--- src/rtl/core/zlpm_pkg.sv ---
// ----------------------------------------------------------------------------
// Zoned log page map package
// Shared types and constants for the zoned log page map with zone cleaning.
// ----------------------------------------------------------------------------
package zlpm_pkg;

  localparam int unsigned CfgIdxW = 3;
  localparam int unsigned CfgDataW = 48;
  localparam int unsigned ZoneW = 8;
  localparam int unsigned SlotW = 16;
  localparam int unsigned AddrW = 64;
  localparam int unsigned CountW = 6;
  localparam int unsigned PartW = 5;
  localparam int unsigned MaxParts = 16;

  localparam logic [PartW-1:0] PartsMax = 5'd16;
  localparam logic [CountW-1:0] LastMoveCount = 6'd63;

  localparam logic [CfgIdxW-1:0] CFG_START_OFFSET = 3'd0;
  localparam logic [CfgIdxW-1:0] CFG_IO_ZONE_BYTES = 3'd1;
  localparam logic [CfgIdxW-1:0] CFG_PAGE_BYTES = 3'd2;
  localparam logic [CfgIdxW-1:0] CFG_PAGES_PER_ZONE = 3'd3;
  localparam logic [CfgIdxW-1:0] CFG_ZONE_COUNT = 3'd4;
  localparam logic [CfgIdxW-1:0] CFG_PARTS_IN_USE = 3'd5;

  localparam logic [1:0] KIND_READ = 2'd0;
  localparam logic [1:0] KIND_MOVE = 2'd1;
  localparam logic [1:0] KIND_WRITE = 2'd2;

  typedef struct packed {
    logic [ZoneW-1:0] zone;
    logic [SlotW-1:0] slot;
  } map_entry_t;

  typedef enum logic [9:0] {
    ST_IDLE   = 10'b0000000001,
    ST_NORM   = 10'b0000000010,
    ST_RDCHK  = 10'b0000000100,
    ST_CHK1   = 10'b0000001000,
    ST_CHK2   = 10'b0000010000,
    ST_SCAN   = 10'b0000100000,
    ST_SCANRD = 10'b0001000000,
    ST_MUL    = 10'b0010000000,
    ST_ADD    = 10'b0100000000,
    ST_EMIT   = 10'b1000000000
  } state_e;

endpackage

--- src/rtl/core/zoned_log_page_map_gc.sv ---
// ----------------------------------------------------------------------------
// Zoned log page map with zone cleaning
// The map entries sit in a small RAM with a valid flag per entry in flops.
// A read lookup passes through the normalise, read-check, multiply, add and
// emit states. A host write checks free space and, while cleaning is due,
// runs cleaning passes that walk the logical pages in use and move each live
// page of the zone being cleaned, using the shared address multiply-add unit
// twice per move. One item is worked on at a time, and each result waits in
// the output register until it is taken.
// ----------------------------------------------------------------------------
module zoned_log_page_map_gc
  import zlpm_pkg::*;
(
  input  logic                clk_i,
  input  logic                rst_ni,
  input  logic                cfg_we_i,
  input  logic [CfgIdxW-1:0]  cfg_index_i,
  input  logic [CfgDataW-1:0] cfg_data_i,
  input  logic                in_valid_i,
  output logic                in_stall_o,
  input  logic                action_i,
  input  logic [3:0]          logical_page_i,
  output logic                out_valid_o,
  input  logic                out_stall_i,
  output logic [1:0]          kind_o,
  output logic [3:0]          page_id_o,
  output logic [ZoneW-1:0]    zone_index_o,
  output logic [SlotW-1:0]    slot_index_o,
  output logic [AddrW-1:0]    target_address_o,
  output logic [AddrW-1:0]    source_address_o,
  output logic                unmapped_o,
  output logic                zone_reset_o,
  output logic                zone_finish_o,
  output logic                overflow_o,
  output logic                last_o
);

  localparam int unsigned RamAw = $clog2(MaxParts);

  logic [47:0] start_q;
  logic [36:0] izb_q;
  logic [20:0] pb_q;
  logic [16:0] ppz_q;
  logic [8:0]  zc_q;
  logic [4:0]  parts_q;

  logic [16:0] ppz;
  logic [8:0]  zc;
  logic [PartW-1:0] parts;

  state_e state_q, state_d;
  logic             action_q;
  logic [3:0]       page_q;
  logic [ZoneW-1:0] head_zone_q, clean_zone_q;
  logic [SlotW-1:0] head_slot_q;
  logic [MaxParts-1:0] valid_q;
  logic [PartW-1:0] idx_q;
  logic [8:0]       passes_q;
  logic [CountW-1:0] n_q;
  logic             ovf_q;
  logic [1:0]       kind_q;
  logic             src_phase_q;
  logic             unm_q;
  logic [ZoneW-1:0] mz_q;
  logic [SlotW-1:0] ms_q;
  logic [44:0]      pz_q;
  logic [36:0]      ps_q;
  logic [AddrW-1:0] src_q, tgt_q;
  logic [24:0]      gc_q, hw_q, tot_q;

  logic             ram_we;
  logic [RamAw-1:0] ram_waddr, ram_raddr;
  map_entry_t       ram_wdata, ram_rdata;

  logic [AddrW-1:0] sum;
  logic [24:0]      wp, fr;
  logic             needs;
  logic [PartW-1:0] page_ext;
  logic             page_ok;
  logic             emit_go;
  logic [SlotW-1:0] slot_next;
  logic [ZoneW-1:0] zone_next;
  logic [8:0]       hz_inc;
  logic [ZoneW-1:0] cz_inc;

  assign ppz = (ppz_q < 17'd2) ? 17'd2 : ((ppz_q > 17'd65536) ? 17'd65536 : ppz_q);
  assign zc = (zc_q < 9'd2) ? 9'd2 : ((zc_q > 9'd256) ? 9'd256 : zc_q);
  assign parts = (parts_q == '0) ? PartW'(1) : ((parts_q > PartsMax) ? PartsMax : parts_q);

  assign page_ext = {1'b0, page_q};
  assign page_ok = (page_ext < parts);

  assign sum = AddrW'(start_q) + AddrW'(pz_q) + AddrW'(ps_q);
  assign wp = hw_q + 25'(head_slot_q);
  assign fr = (gc_q <= wp) ? (gc_q + tot_q - wp) : (gc_q - wp);
  assign needs = (fr <= 25'(parts));

  assign emit_go = !out_valid_o || !out_stall_i;

  assign slot_next = head_slot_q + 16'd1;
  assign zone_next = ((9'(head_zone_q) + 9'd1) >= zc) ? '0 : (head_zone_q + 8'd1);
  assign hz_inc = ({1'b0, head_slot_q} >= ppz) ? (9'(head_zone_q) + 9'd1) : 9'(head_zone_q);
  assign cz_inc = ((9'(clean_zone_q) + 9'd1) >= zc) ? '0 : (clean_zone_q + 8'd1);

  assign in_stall_o = (state_q != ST_IDLE);

  zlpm_ram #(
    .Width($bits(map_entry_t)),
    .Depth(MaxParts)
  ) u_map_ram (
    .clk_i  (clk_i),
    .we_i   (ram_we),
    .waddr_i(ram_waddr),
    .wdata_i(ram_wdata),
    .raddr_i(ram_raddr),
    .rdata_o(ram_rdata)
  );

  always_comb begin
    ram_we = 1'b0;
    ram_waddr = (kind_q == KIND_MOVE) ? RamAw'(idx_q) : RamAw'(page_ext);
    ram_wdata = '{zone: head_zone_q, slot: head_slot_q};
    ram_raddr = (state_q == ST_NORM) ? RamAw'(page_ext) : RamAw'(idx_q);
    if (state_q == ST_EMIT && emit_go && kind_q != KIND_READ) begin
      ram_we = 1'b1;
    end
  end

  always_ff @(posedge clk_i or negedge rst_ni) begin
    if (!rst_ni) begin
      start_q <= '0;
      izb_q <= 37'd1073741824;
      pb_q <= 21'd4096;
      ppz_q <= 17'd256;
      zc_q <= 9'd4;
      parts_q <= 5'd16;
    end else if (cfg_we_i) begin
      case (cfg_index_i)
        CFG_START_OFFSET:   start_q <= cfg_data_i;
        CFG_IO_ZONE_BYTES:  izb_q <= cfg_data_i[36:0];
        CFG_PAGE_BYTES:     pb_q <= cfg_data_i[20:0];
        CFG_PAGES_PER_ZONE: ppz_q <= cfg_data_i[16:0];
        CFG_ZONE_COUNT:     zc_q <= cfg_data_i[8:0];
        CFG_PARTS_IN_USE:   parts_q <= cfg_data_i[4:0];
        default: ;
      endcase
    end
  end

  always_comb begin
    state_d = state_q;
    case (state_q)
      ST_IDLE:   if (in_valid_i) state_d = ST_NORM;
      ST_NORM: begin
        if (!action_q) state_d = ST_RDCHK;
        else if (page_ok) state_d = ST_CHK1;
        else state_d = ST_IDLE;
      end
      ST_RDCHK:  state_d = ST_MUL;
      ST_CHK1:   state_d = ST_CHK2;
      ST_CHK2: begin
        if (needs && (passes_q < zc)) state_d = ST_SCAN;
        else state_d = ST_MUL;
      end
      ST_SCAN:   state_d = (idx_q >= parts) ? ST_CHK1 : ST_SCANRD;
      ST_SCANRD: begin
        if (valid_q[idx_q[RamAw-1:0]] && ram_rdata.zone == clean_zone_q) state_d = ST_MUL;
        else state_d = ST_SCAN;
      end
      ST_MUL:    state_d = ST_ADD;
      ST_ADD:    state_d = src_phase_q ? ST_MUL : ST_EMIT;
      ST_EMIT: begin
        if (emit_go) state_d = (kind_q == KIND_MOVE) ? ST_SCAN : ST_IDLE;
      end
      default:   state_d = ST_IDLE;
    endcase
  end

  always_ff @(posedge clk_i or negedge rst_ni) begin
    if (!rst_ni) begin
      state_q <= ST_IDLE;
      head_zone_q <= '0;
      head_slot_q <= '0;
      clean_zone_q <= '0;
      valid_q <= '0;
      out_valid_o <= 1'b0;
      src_phase_q <= 1'b0;
    end else begin
      state_q <= state_d;
      if (state_q == ST_EMIT && emit_go) out_valid_o <= 1'b1;
      else if (!out_stall_i) out_valid_o <= 1'b0;
      case (state_q)
        ST_NORM: begin
          if ({1'b0, head_slot_q} >= ppz) head_slot_q <= '0;
          head_zone_q <= (hz_inc >= zc) ? '0 : hz_inc[ZoneW-1:0];
          if (9'(clean_zone_q) >= zc) clean_zone_q <= '0;
        end
        ST_SCAN: begin
          if (idx_q >= parts) clean_zone_q <= cz_inc;
        end
        ST_SCANRD: begin
          if (valid_q[idx_q[RamAw-1:0]] && ram_rdata.zone == clean_zone_q &&
              n_q < LastMoveCount) begin
            src_phase_q <= 1'b1;
          end
        end
        ST_ADD: src_phase_q <= 1'b0;
        ST_EMIT: begin
          if (emit_go) begin
            if (kind_q != KIND_READ) begin
              if (kind_q == KIND_MOVE) valid_q[idx_q[RamAw-1:0]] <= 1'b1;
              else valid_q[page_ext[RamAw-1:0]] <= 1'b1;
              if (17'(slot_next) >= ppz || slot_next == '0) begin
                head_slot_q <= '0;
                head_zone_q <= zone_next;
              end else begin
                head_slot_q <= slot_next;
              end
            end
          end
        end
        default: ;
      endcase
    end
  end

  always_ff @(posedge clk_i) begin
    case (state_q)
      ST_IDLE: begin
        action_q <= action_i;
        page_q <= logical_page_i;
        passes_q <= '0;
        n_q <= '0;
        ovf_q <= 1'b0;
      end
      ST_RDCHK: begin
        kind_q <= KIND_READ;
        src_q <= '0;
        unm_q <= !(page_ok && valid_q[page_ext[RamAw-1:0]]);
        mz_q <= ram_rdata.zone;
        ms_q <= ram_rdata.slot;
      end
      ST_CHK1: begin
        gc_q <= 25'(clean_zone_q) * 25'(ppz);
        hw_q <= 25'(head_zone_q) * 25'(ppz);
        tot_q <= 25'(zc) * 25'(ppz);
      end
      ST_CHK2: begin
        kind_q <= KIND_WRITE;
        src_q <= '0;
        unm_q <= 1'b0;
        mz_q <= head_zone_q;
        ms_q <= head_slot_q;
        if (needs) begin
          if (passes_q < zc) begin
            passes_q <= passes_q + 9'd1;
            idx_q <= '0;
          end else begin
            ovf_q <= 1'b1;
          end
        end
      end
      ST_SCANRD: begin
        if (valid_q[idx_q[RamAw-1:0]] && ram_rdata.zone == clean_zone_q) begin
          if (n_q < LastMoveCount) begin
            kind_q <= KIND_MOVE;
            mz_q <= ram_rdata.zone;
            ms_q <= ram_rdata.slot;
          end else begin
            ovf_q <= 1'b1;
            kind_q <= KIND_WRITE;
            src_q <= '0;
            unm_q <= 1'b0;
            mz_q <= head_zone_q;
            ms_q <= head_slot_q;
          end
        end else begin
          idx_q <= idx_q + PartW'(1);
        end
      end
      ST_MUL: begin
        pz_q <= 45'(mz_q) * 45'(izb_q);
        ps_q <= 37'(ms_q) * 37'(pb_q);
      end
      ST_ADD: begin
        if (src_phase_q) begin
          src_q <= sum;
          mz_q <= head_zone_q;
          ms_q <= head_slot_q;
        end else begin
          tgt_q <= sum;
        end
      end
      ST_EMIT: begin
        if (emit_go) begin
          kind_o <= kind_q;
          page_id_o <= (kind_q == KIND_MOVE) ? idx_q[3:0] : page_q;
          zone_index_o <= unm_q ? '0 : mz_q;
          slot_index_o <= unm_q ? '0 : ms_q;
          target_address_o <= unm_q ? '0 : tgt_q;
          source_address_o <= src_q;
          unmapped_o <= unm_q;
          zone_reset_o <= (kind_q != KIND_READ) && (ms_q == '0);
          zone_finish_o <= (kind_q != KIND_READ) && (17'(ms_q) == ppz - 17'd1);
          overflow_o <= (kind_q == KIND_WRITE) && ovf_q;
          last_o <= (kind_q != KIND_MOVE);
          if (kind_q == KIND_MOVE) begin
            n_q <= n_q + CountW'(1);
            idx_q <= idx_q + PartW'(1);
          end
        end
      end
      default: ;
    endcase
  end

endmodule

--- src/rtl/core/zlpm_ram.sv ---
// ----------------------------------------------------------------------------
// Zoned log page map RAM
// Generic single-port-write, single-port-read RAM with a registered read.
// ----------------------------------------------------------------------------
module zlpm_ram #(
  parameter int unsigned Width = 24,
  parameter int unsigned Depth = 16
) (
  input  logic                           clk_i,
  input  logic                           we_i,
  input  logic [$clog2(Depth)-1:0]       waddr_i,
  input  logic [Width-1:0]               wdata_i,
  input  logic [$clog2(Depth)-1:0]       raddr_i,
  output logic [Width-1:0]               rdata_o
);

  logic [Width-1:0] mem_q [Depth];

  always_ff @(posedge clk_i) begin
    if (we_i) begin
      mem_q[waddr_i] <= wdata_i;
    end
    rdata_o <= mem_q[raddr_i];
  end

endmodule
--- config.mk ---
export PLATFORM = sky130hd
export DESIGN_NAME = zoned_log_page_map_gc
export DESIGN_NICKNAME = d
export VERILOG_FILES = /design/src/rtl/core/zlpm_pkg.sv /design/src/rtl/core/zoned_log_page_map_gc.sv /design/src/rtl/core/zlpm_ram.sv
export SDC_FILE = /design/constraint.sdc
export NUM_CORES = 2
export LEC_CHECK = 0
export BUFFER_PORTS_ARGS = -buffer_cell sky130_fd_sc_hd__buf_2
export CORE_ASPECT_RATIO = 2
export CORE_UTILIZATION = 55
export DETAILED_ROUTE_END_ITERATION = 7
export PLACE_DENSITY = 0.72
export SYNTH_ARGS = -nofsm -noshare
export SYNTH_HDL_FRONTEND = slang
export SYNTH_SLANG_ARGS = --single-unit
--- constraint.sdc ---
create_clock -name clk_i -period 11.9 [get_ports clk_i]
set_clock_uncertainty 0.1 [all_clocks]
set_input_delay 3.57 -clock clk_i [delete_from_list [all_inputs] [get_ports clk_i]]
set_output_delay 3.57 -clock clk_i [all_outputs]
set_load 0.02 [all_outputs]
-- Yosys cells after proc, flatten, opt, wreduce, memory -nomap -nowiden
Memory sizes are Yosys's and may differ from the RTL's. A register that Yosys moved wholly into a read port is not among the register bits.
Index checks and enable logic that the tools add are counted.
- bits in writable memories: 384
- memories: 1
- register bits: 698
- word-level logic and storage cells: 264
- memories (name ; words ; bits a word ; rd ports ; clocked after Yosys merged registers in ; wr ports ; line ; source):
    u_map_ram.mem_q ; 16 ; 24 ; 1 ; 1 ; 1 ; zlpm_ram.sv:17 ; logic [Width-1:0] mem_q [Depth];
- magnitude comparators: 21
- multiply operators: 5
- eq/ne operators: 38
- multiplexer cells: 86
- bitwise gates (word level): 3
- add/subtract/negate cells: 15
- reductions and logical operators: 54
- operator list (operator ; count):
    2-to-1 mux 64 bit ; 3
    case mux 64 bit (3 select lines) ; 1
    2-to-1 mux 16 bit ; 8
    2-to-1 mux 8 bit ; 13
    case mux 10 bit (10 select lines) ; 1
    case mux 16 bit (4 select lines) ; 1
    adder 49 x 37 -> 50 bit ; 1
    multiplier 8 x 17 -> 25 bit ; 2
    subtractor 25 bit ; 2
    adder 48 x 45 -> 49 bit ; 1
    multiplier 8 x 37 -> 45 bit ; 1
    2-to-1 mux 9 bit ; 5
    multiplier 16 x 21 -> 37 bit ; 1
    2-to-1 mux 5 bit ; 7
    >= comparator 16 x 17 -> 1 bit ; 2
    2-to-1 mux 17 bit ; 2
    zero test 16 bit ; 2
    bitwise OR 16 bit ; 2
    case mux 16 bit (2 select lines) ; 1
    case mux 8 bit (2 select lines) ; 2
    case mux 8 bit (4 select lines) ; 1
    2-to-1 mux 10 bit ; 3
    >= comparator 9 bit ; 3
    adder 25 x 16 -> 25 bit ; 1
    72 further kinds ; 156

-- Longest topological paths before layout
- depth after elaboration: 9
- gate-level depth with buffers: 39
- gate-level depth less buffers: 38

-- By module
From an unflattened synthesis, not the netlist that was laid out.
- cell total of the unflattened synthesis: 7184
- area, all modules: 80780.0 um^2
- modules (own cells, without submodules) (module ; times used ; cells each ; area an instance (um^2)):
    zoned_log_page_map_gc ; 1 ; 6548 ; 65849.4
    zlpm_ram ; 1 ; 636 ; 14930.6

-- Worst setup path before layout
No wires, ideal clock.
- kind: reg-to-reg
- start: register state_q[6]
- end: register gc_q[0] (enable)
- data arrival time: 8.794 ns
- setup slack: 2.287 ns
- stages on the path, launching flop included: 6
- library setup time: 0.720 ns
- cells stage by stage: dfrtp_1 -> nor2_1 -> nand2_1 -> nor3_2 -> nand2b_1 -> nor4b_1
- longest elaborated chain between the ends: 1
- ends and longest elaborated chain (element ; line ; source):
    start, declared ; zoned_log_page_map_gc.sv:51 ; state_e state_q, state_d;
    start signal, assigned ; zoned_log_page_map_gc.sv:189 ; state_q <= state_d;
    == test 10 x 4 -> 1 bit ; zoned_log_page_map_gc.sv:228 ; case (state_q)
    end signal, assigned ; zoned_log_page_map_gc.sv:244 ; gc_q <= 25'(clean_zone_q) * 25'(ppz);
    end, declared ; zoned_log_page_map_gc.sv:69 ; logic [24:0] gc_q, hw_q, tot_q;
Every way passes these cells.
A chain may end at the register's enable or synchronous reset.

-- Worst setup path after layout
- start: register head_slot_q[2]
- end: register idx_q[2] (enable)
- longest elaborated chain between the ends: 6
- elaborated cells on any way between the ends: 8
- classes of those cells: add/sub: 3; order compare: 2; eq/ne: 1; mux: 1; reduce/logical: 1
- ends and longest elaborated chain (element ; line ; source):
    start, declared ; zoned_log_page_map_gc.sv:55 ; logic [SlotW-1:0] head_slot_q;
    start signal, assigned ; zoned_log_page_map_gc.sv:217 ; head_slot_q <= slot_next;
    adder 25 x 16 -> 25 bit (*) ; zoned_log_page_map_gc.sv:94 ; assign wp = hw_q + 25'(head_slot_q);
    subtractor 25 bit or <= comparator 25 bit (tied branches) ; zoned_log_page_map_gc.sv:95 ; assign fr = (gc_q <= wp) ? (gc_q + tot_q - wp) : (gc_q - wp);
    2-to-1 mux 25 bit (*) ; zoned_log_page_map_gc.sv:95 ;
    <= comparator 25 x 5 -> 1 bit (*) ; zoned_log_page_map_gc.sv:96 ; assign needs = (fr <= 25'(parts));
    != test 2 bit (no source line) (*) ; n/a ;
    AND reduction 6 bit (no source line) (*) ; n/a ;
    end signal, assigned ; zoned_log_page_map_gc.sv:278 ; idx_q <= idx_q + PartW'(1);
    end signal, assigned ; zoned_log_page_map_gc.sv:309 ; idx_q <= idx_q + PartW'(1);
    end, declared ; zoned_log_page_map_gc.sv:57 ; logic [PartW-1:0] idx_q;
Every way passes the cells marked *; elsewhere a longest branch is shown, timed or not.

==> impl_metrics.sql <==
INSERT INTO impl_metrics (metric_group, metric, value, unit) VALUES
('run_status', 'run_status', 'complete, no violations', ''),
('worst_setup_path', 'worst_path_most_repeated_cell', 'a21oi_1', ''),
('worst_setup_path', 'critical_path_arrival', '10.98', 'ns'),
('sta', 'slew_viol_final', '0', ''),
('clock_network', 'cts.reportedPaths.clkPinSlew', '0.07', 'ns'),
('synthesis', 'synth_ff_type', 'edfxtp_1', ''),
('job', 'max_cap_viol_count', '0', ''),
('clock_network', 'tritoncts_num_sinks', '1046', ''),
('finish', 'area.sequential', '30200', 'µm²'),
('floorplan', 'core.rowCount', '198', ''),
('finish', 'finalInstanceArea', '87500', 'µm²'),
('synthesis', 'synth.lib_cells_used.distinct', '98', ''),
('sta', 'rsz0062_at_grt', 'no', ''),
('hold_path', 'worst_min_delay_path_class', 'reg2reg', ''),
('sta', 'tightestPinTransition', '1.34', 'ns'),
('clock_network', 'clk_latency', '0.76', 'ns'),
('synthesis', 'syn_area_per_cell', '11.3', 'µm²'),
('sta', 'post-route-period-util', '0.899', ''),
('pwr', 'seq_power_share', '0.204', ''),
('placed_design', 'dp.final_hpwl', '203000', 'µm'),
('floorplan', 'die_h', '544', 'µm'),
('worst_setup_path', 'critical_path.max_fanout', '25', ''),
('clock_network', 'htree_levels', '3', ''),
('pwr', 'cell_internal_pwr', '0.0141', 'W'),
('finish', 'ratio_of_cells_with_drive_above_1_in_the_final_layout', '0.116', ''),
('sta', 'hold_viol', '0', ''),
('clock_network', 'post_cts.repair.setup_buffers', '0', ''),
('finish', 'area_grow_syn2layout', '8.29', '%'),
('sta', 'maxClockFrequency', '93.5', 'MHz'),
('synthesis', 'synth_enable_flop_cells', '825', ''),
('floorplan', 'floorplan.initialDensity', '0.555', ''),
('clock_network', 'clk_root_buffer_cell', 'clkbuf_16', ''),
('clock_network', 'cts_hold_buffers', '0', ''),
('routing', 'viasPerCell', '6.17', ''),
('pwr', 'power_density', '304', 'nW/µm²'),
('worst_setup_path', 'worst_setup_path_start_kind', 'register', ''),
('worst_setup_path', 'crit_path_top_delay_cell', 'dfrtp_1', ''),
('routing', 'postRouteWirelength', '265000', 'µm'),
('routing', 'dr.first_iter.drc_count', '4075', ''),
('sta', 'final_report_setup_violation_count', '0', ''),
('worst_setup_path', 'crit_path_category', 'reg2reg', ''),
('sta', 'min_period', '10.69', 'ns'),
('pwr', 'clockPowerShare', '0.128', ''),
('sta', 'timing.setup.tns', '0', 'ns'),
('placed_design', 'dpl-instance-area', '84100', 'µm²'),
('routing', 'drtAntennaViolNets', '0', ''),
('synthesis', 'synthesis.yosys.warnings', '0', ''),
('placed_design', 'replace_congestion', '1.04', ''),
('global_route', 'first_global_vias', '61900', ''),
('clock_network', 'tritoncts', 'yes', ''),
('routing', 'drtPass1Iterations', '6', ''),
('pwr', 'switching_share', '0.472', ''),
('worst_setup_path', 'worst_path_largest_cell_delay', '0.80', 'ns'),
('synthesis', 'ys_ff_latch', '1046', ''),
('worst_setup_path', 'end_kind', 'register', ''),
('floorplan', 'core_outline_area', '146000', 'µm²'),
('pwr', 'peakVddDrop', '0.684', 'mV'),
('worst_setup_path', 'worst_ep_required_time', '12.19', 'ns'),
('finish', 'num-nets-final', '8687', ''),
('global_route', 'globalRoute.totalOverflow', '0', ''),
('synthesis', 'synth_cells', '7179', ''),
('floorplan', 'die_width', '273', 'µm'),
('placed_design', 'port_buffers', '195', ''),
('synthesis', 'synthArstFlopShare', '0.188', ''),
('routing', 'detailroute.via_count', '57200', ''),
('global_route', 'grt_antenna_before_repair', '14', ''),
('clock_network', 'ctsResizeCount', '0', ''),
('clock_network', 'clk_path_buf_depth', '3', ''),
('global_route', 'gr-usage-all-layers', '0.364', ''),
('pwr', 'share_comb_of_total_power', '0.668', ''),
('global_route', 'grt_first_pass_wirelength', '388000', 'µm'),
('routing', 'route.detailed.drc', '0', ''),
('pwr', 'p_switching', '0.0126', 'W'),
('sta', 'max_slew_margin', '0.0863', ''),
('synthesis', 'synth.yosys.seq_area_share', '0.374', ''),
('routing', 'detail_route.wl_per_cell', '28.6', 'µm'),
('finish', 'multi_input_area', '46300', 'µm²'),
('global_route', 'grt_start_max_net_pins', '85', ''),
('finish', 'n_fill_cell', '11700', ''),
('synthesis', 'syn-cell-area', '80800', 'µm²'),
('clock_network', 'tritoncts.num_buffers', '93', ''),
('floorplan', 'io-pin-count', '226', ''),
('floorplan', 'fp.dieArea', '149000', 'µm²'),
('pwr', 'total_leakage_power', '35.7', 'nW');
==> cells by family after synthesis <==
family                     after synthesis  synth area share
adders and majority gates             1349             0.285
DFF                                   1046             0.374
xor gates and xnor gates               290            0.0314
AOI/OAI and AO/OA                      850            0.0685
other                                    1         0.0000464
buffers and inverters                 1201            0.0574
muxes                                  275            0.0529
and+or+nand+nor                       2167             0.131
==> layout by cell type, fill, tap and decap left out, types with 35 or more instances in the layout <==
cell	count
mux4_2	106
xor2_1	100
and3_1	126
edfxtp_1	825
o21a_1	36
mux2_2	158
fa_1	823
a31oi_1	62
nand2b_1	46
dfrtp_1	188
clkbuf_16	94
nor2_1	260
o21bai_1	35
nor2b_1	130
and2_1	370
nand2_1	900
nor3_1	61
a211oi_1	52
ha_1	526
nand3_1	94
a21o_1	102
xnor2_1	190
inv_1	840
buf_4	135
a21oi_1	212
o21ai_0	177
buf_2	194
==> final timing paths <==
check | from | to | slack (ns) | cells after the start
worst min-delay path | src_q[18] | source_address_o[18] | 0.32 | 0
worst min register to register | src_q[18] | source_address_o[18] | 0.32 | 0
worst max-delay path | head_slot_q[2] | idx_q[2] | 1.21 | 35
worst max register to register | head_slot_q[2] | idx_q[2] | 1.21 | 35
max in group asynchronous | rst_ni | head_zone_q[5] | 7.50 | 2
min in group asynchronous | rst_ni | start_q[42] | 2.67 | 1
==> registers in the layout (all words and copies together) (netlist names), 9 cells and up <==
register           count
u_map_ram.mem_q      384
source_address_o      49
src_q                 49
target_address_o      49
tgt_q                 49
start_q               48
pz_q                  45
izb_q                 37
ps_q                  37
gc_q                  25
hw_q                  25
tot_q                 25
u_map_ram.rdata_o     24
pb_q                  21
ppz_q                 17
head_slot_q           16
ms_q                  16
slot_index_o          16
valid_q               16
state_q               10
passes_q               9
zc_q                   9
==> metal layers <==
metal  vias up  GRT usage  part of all wire
met5         -          0           0.00019
met4         8      0.371              0.12
met3      1272     0.0668             0.063
met2      2659      0.657              0.52
met1     29000      0.331              0.29
li1      24300          -                 -
==> power by group through the flow <==
stage	logic, W	clock network [W]	registers [W]
global route	0.0197	0.00354	0.00545
finish	0.0178	0.00340	0.00544
CTS	0.0176	0.00342	0.00542
global placement	0.0171	0	0.00549
detailed placement	0.0175	0	0.00549
floorplan	0.0127	0	0.00522
==> cell usage after synthesis, drive strengths merged, types with 137 or more instances <==
cell type,count,share of area
a21oi,220,0.014
and2,371,0.029
clkbuf,302,0.014
dfrtp,191,0.059
edfxtp,825,0.31
fa,823,0.20
ha,526,0.081
inv,841,0.039
mux2,158,0.022
nand2,900,0.042
nor2,278,0.013
nor2b,137,0.011
o21ai,180,0.011
xnor2,190,0.021
==> stage by stage <==
step	hold slack, ns	setup slack [ns]	power (W)	instances	utilization
floorplan	0.300	2.29	0.0179	7208	-
global placement	0.301	1.43	0.0226	9082	0.577
detailed placement	0.305	1.24	0.0230	9082	0.577
CTS	0.307	1.23	0.0264	9257	0.601
global route	0.324	0.319	0.0287	9260	0.601
finish	0.319	1.21	0.0266	9269	0.601
==> worst max-delay path: cells and delay by family, from the launching register on <==
| kind | cells | cell delay [ns] |
|---|---|---|
| compound gates | 19 | 5.43 |
| flops | 1 | 0.80 |
| simple gates | 11 | 2.32 |
| fa+ha+maj | 3 | 1.01 |
| xor+xnor | 1 | 0.26 |
| mux | 1 | 0.39 |
==> final cells by class <==
type | count | area share
timing repair buffer | 331 | 0.0231
multi-input combinational | 4961 | 0.529
tap | 1900 | 0.0272
clock buffer | 111 | 0.0285
antenna | 12 | 0.000343
clock inverter | 64 | 0.0106
inverter | 844 | 0.0363
sequential | 1046 | 0.345
No activity file was read; power rests on OpenSTA's default activity.
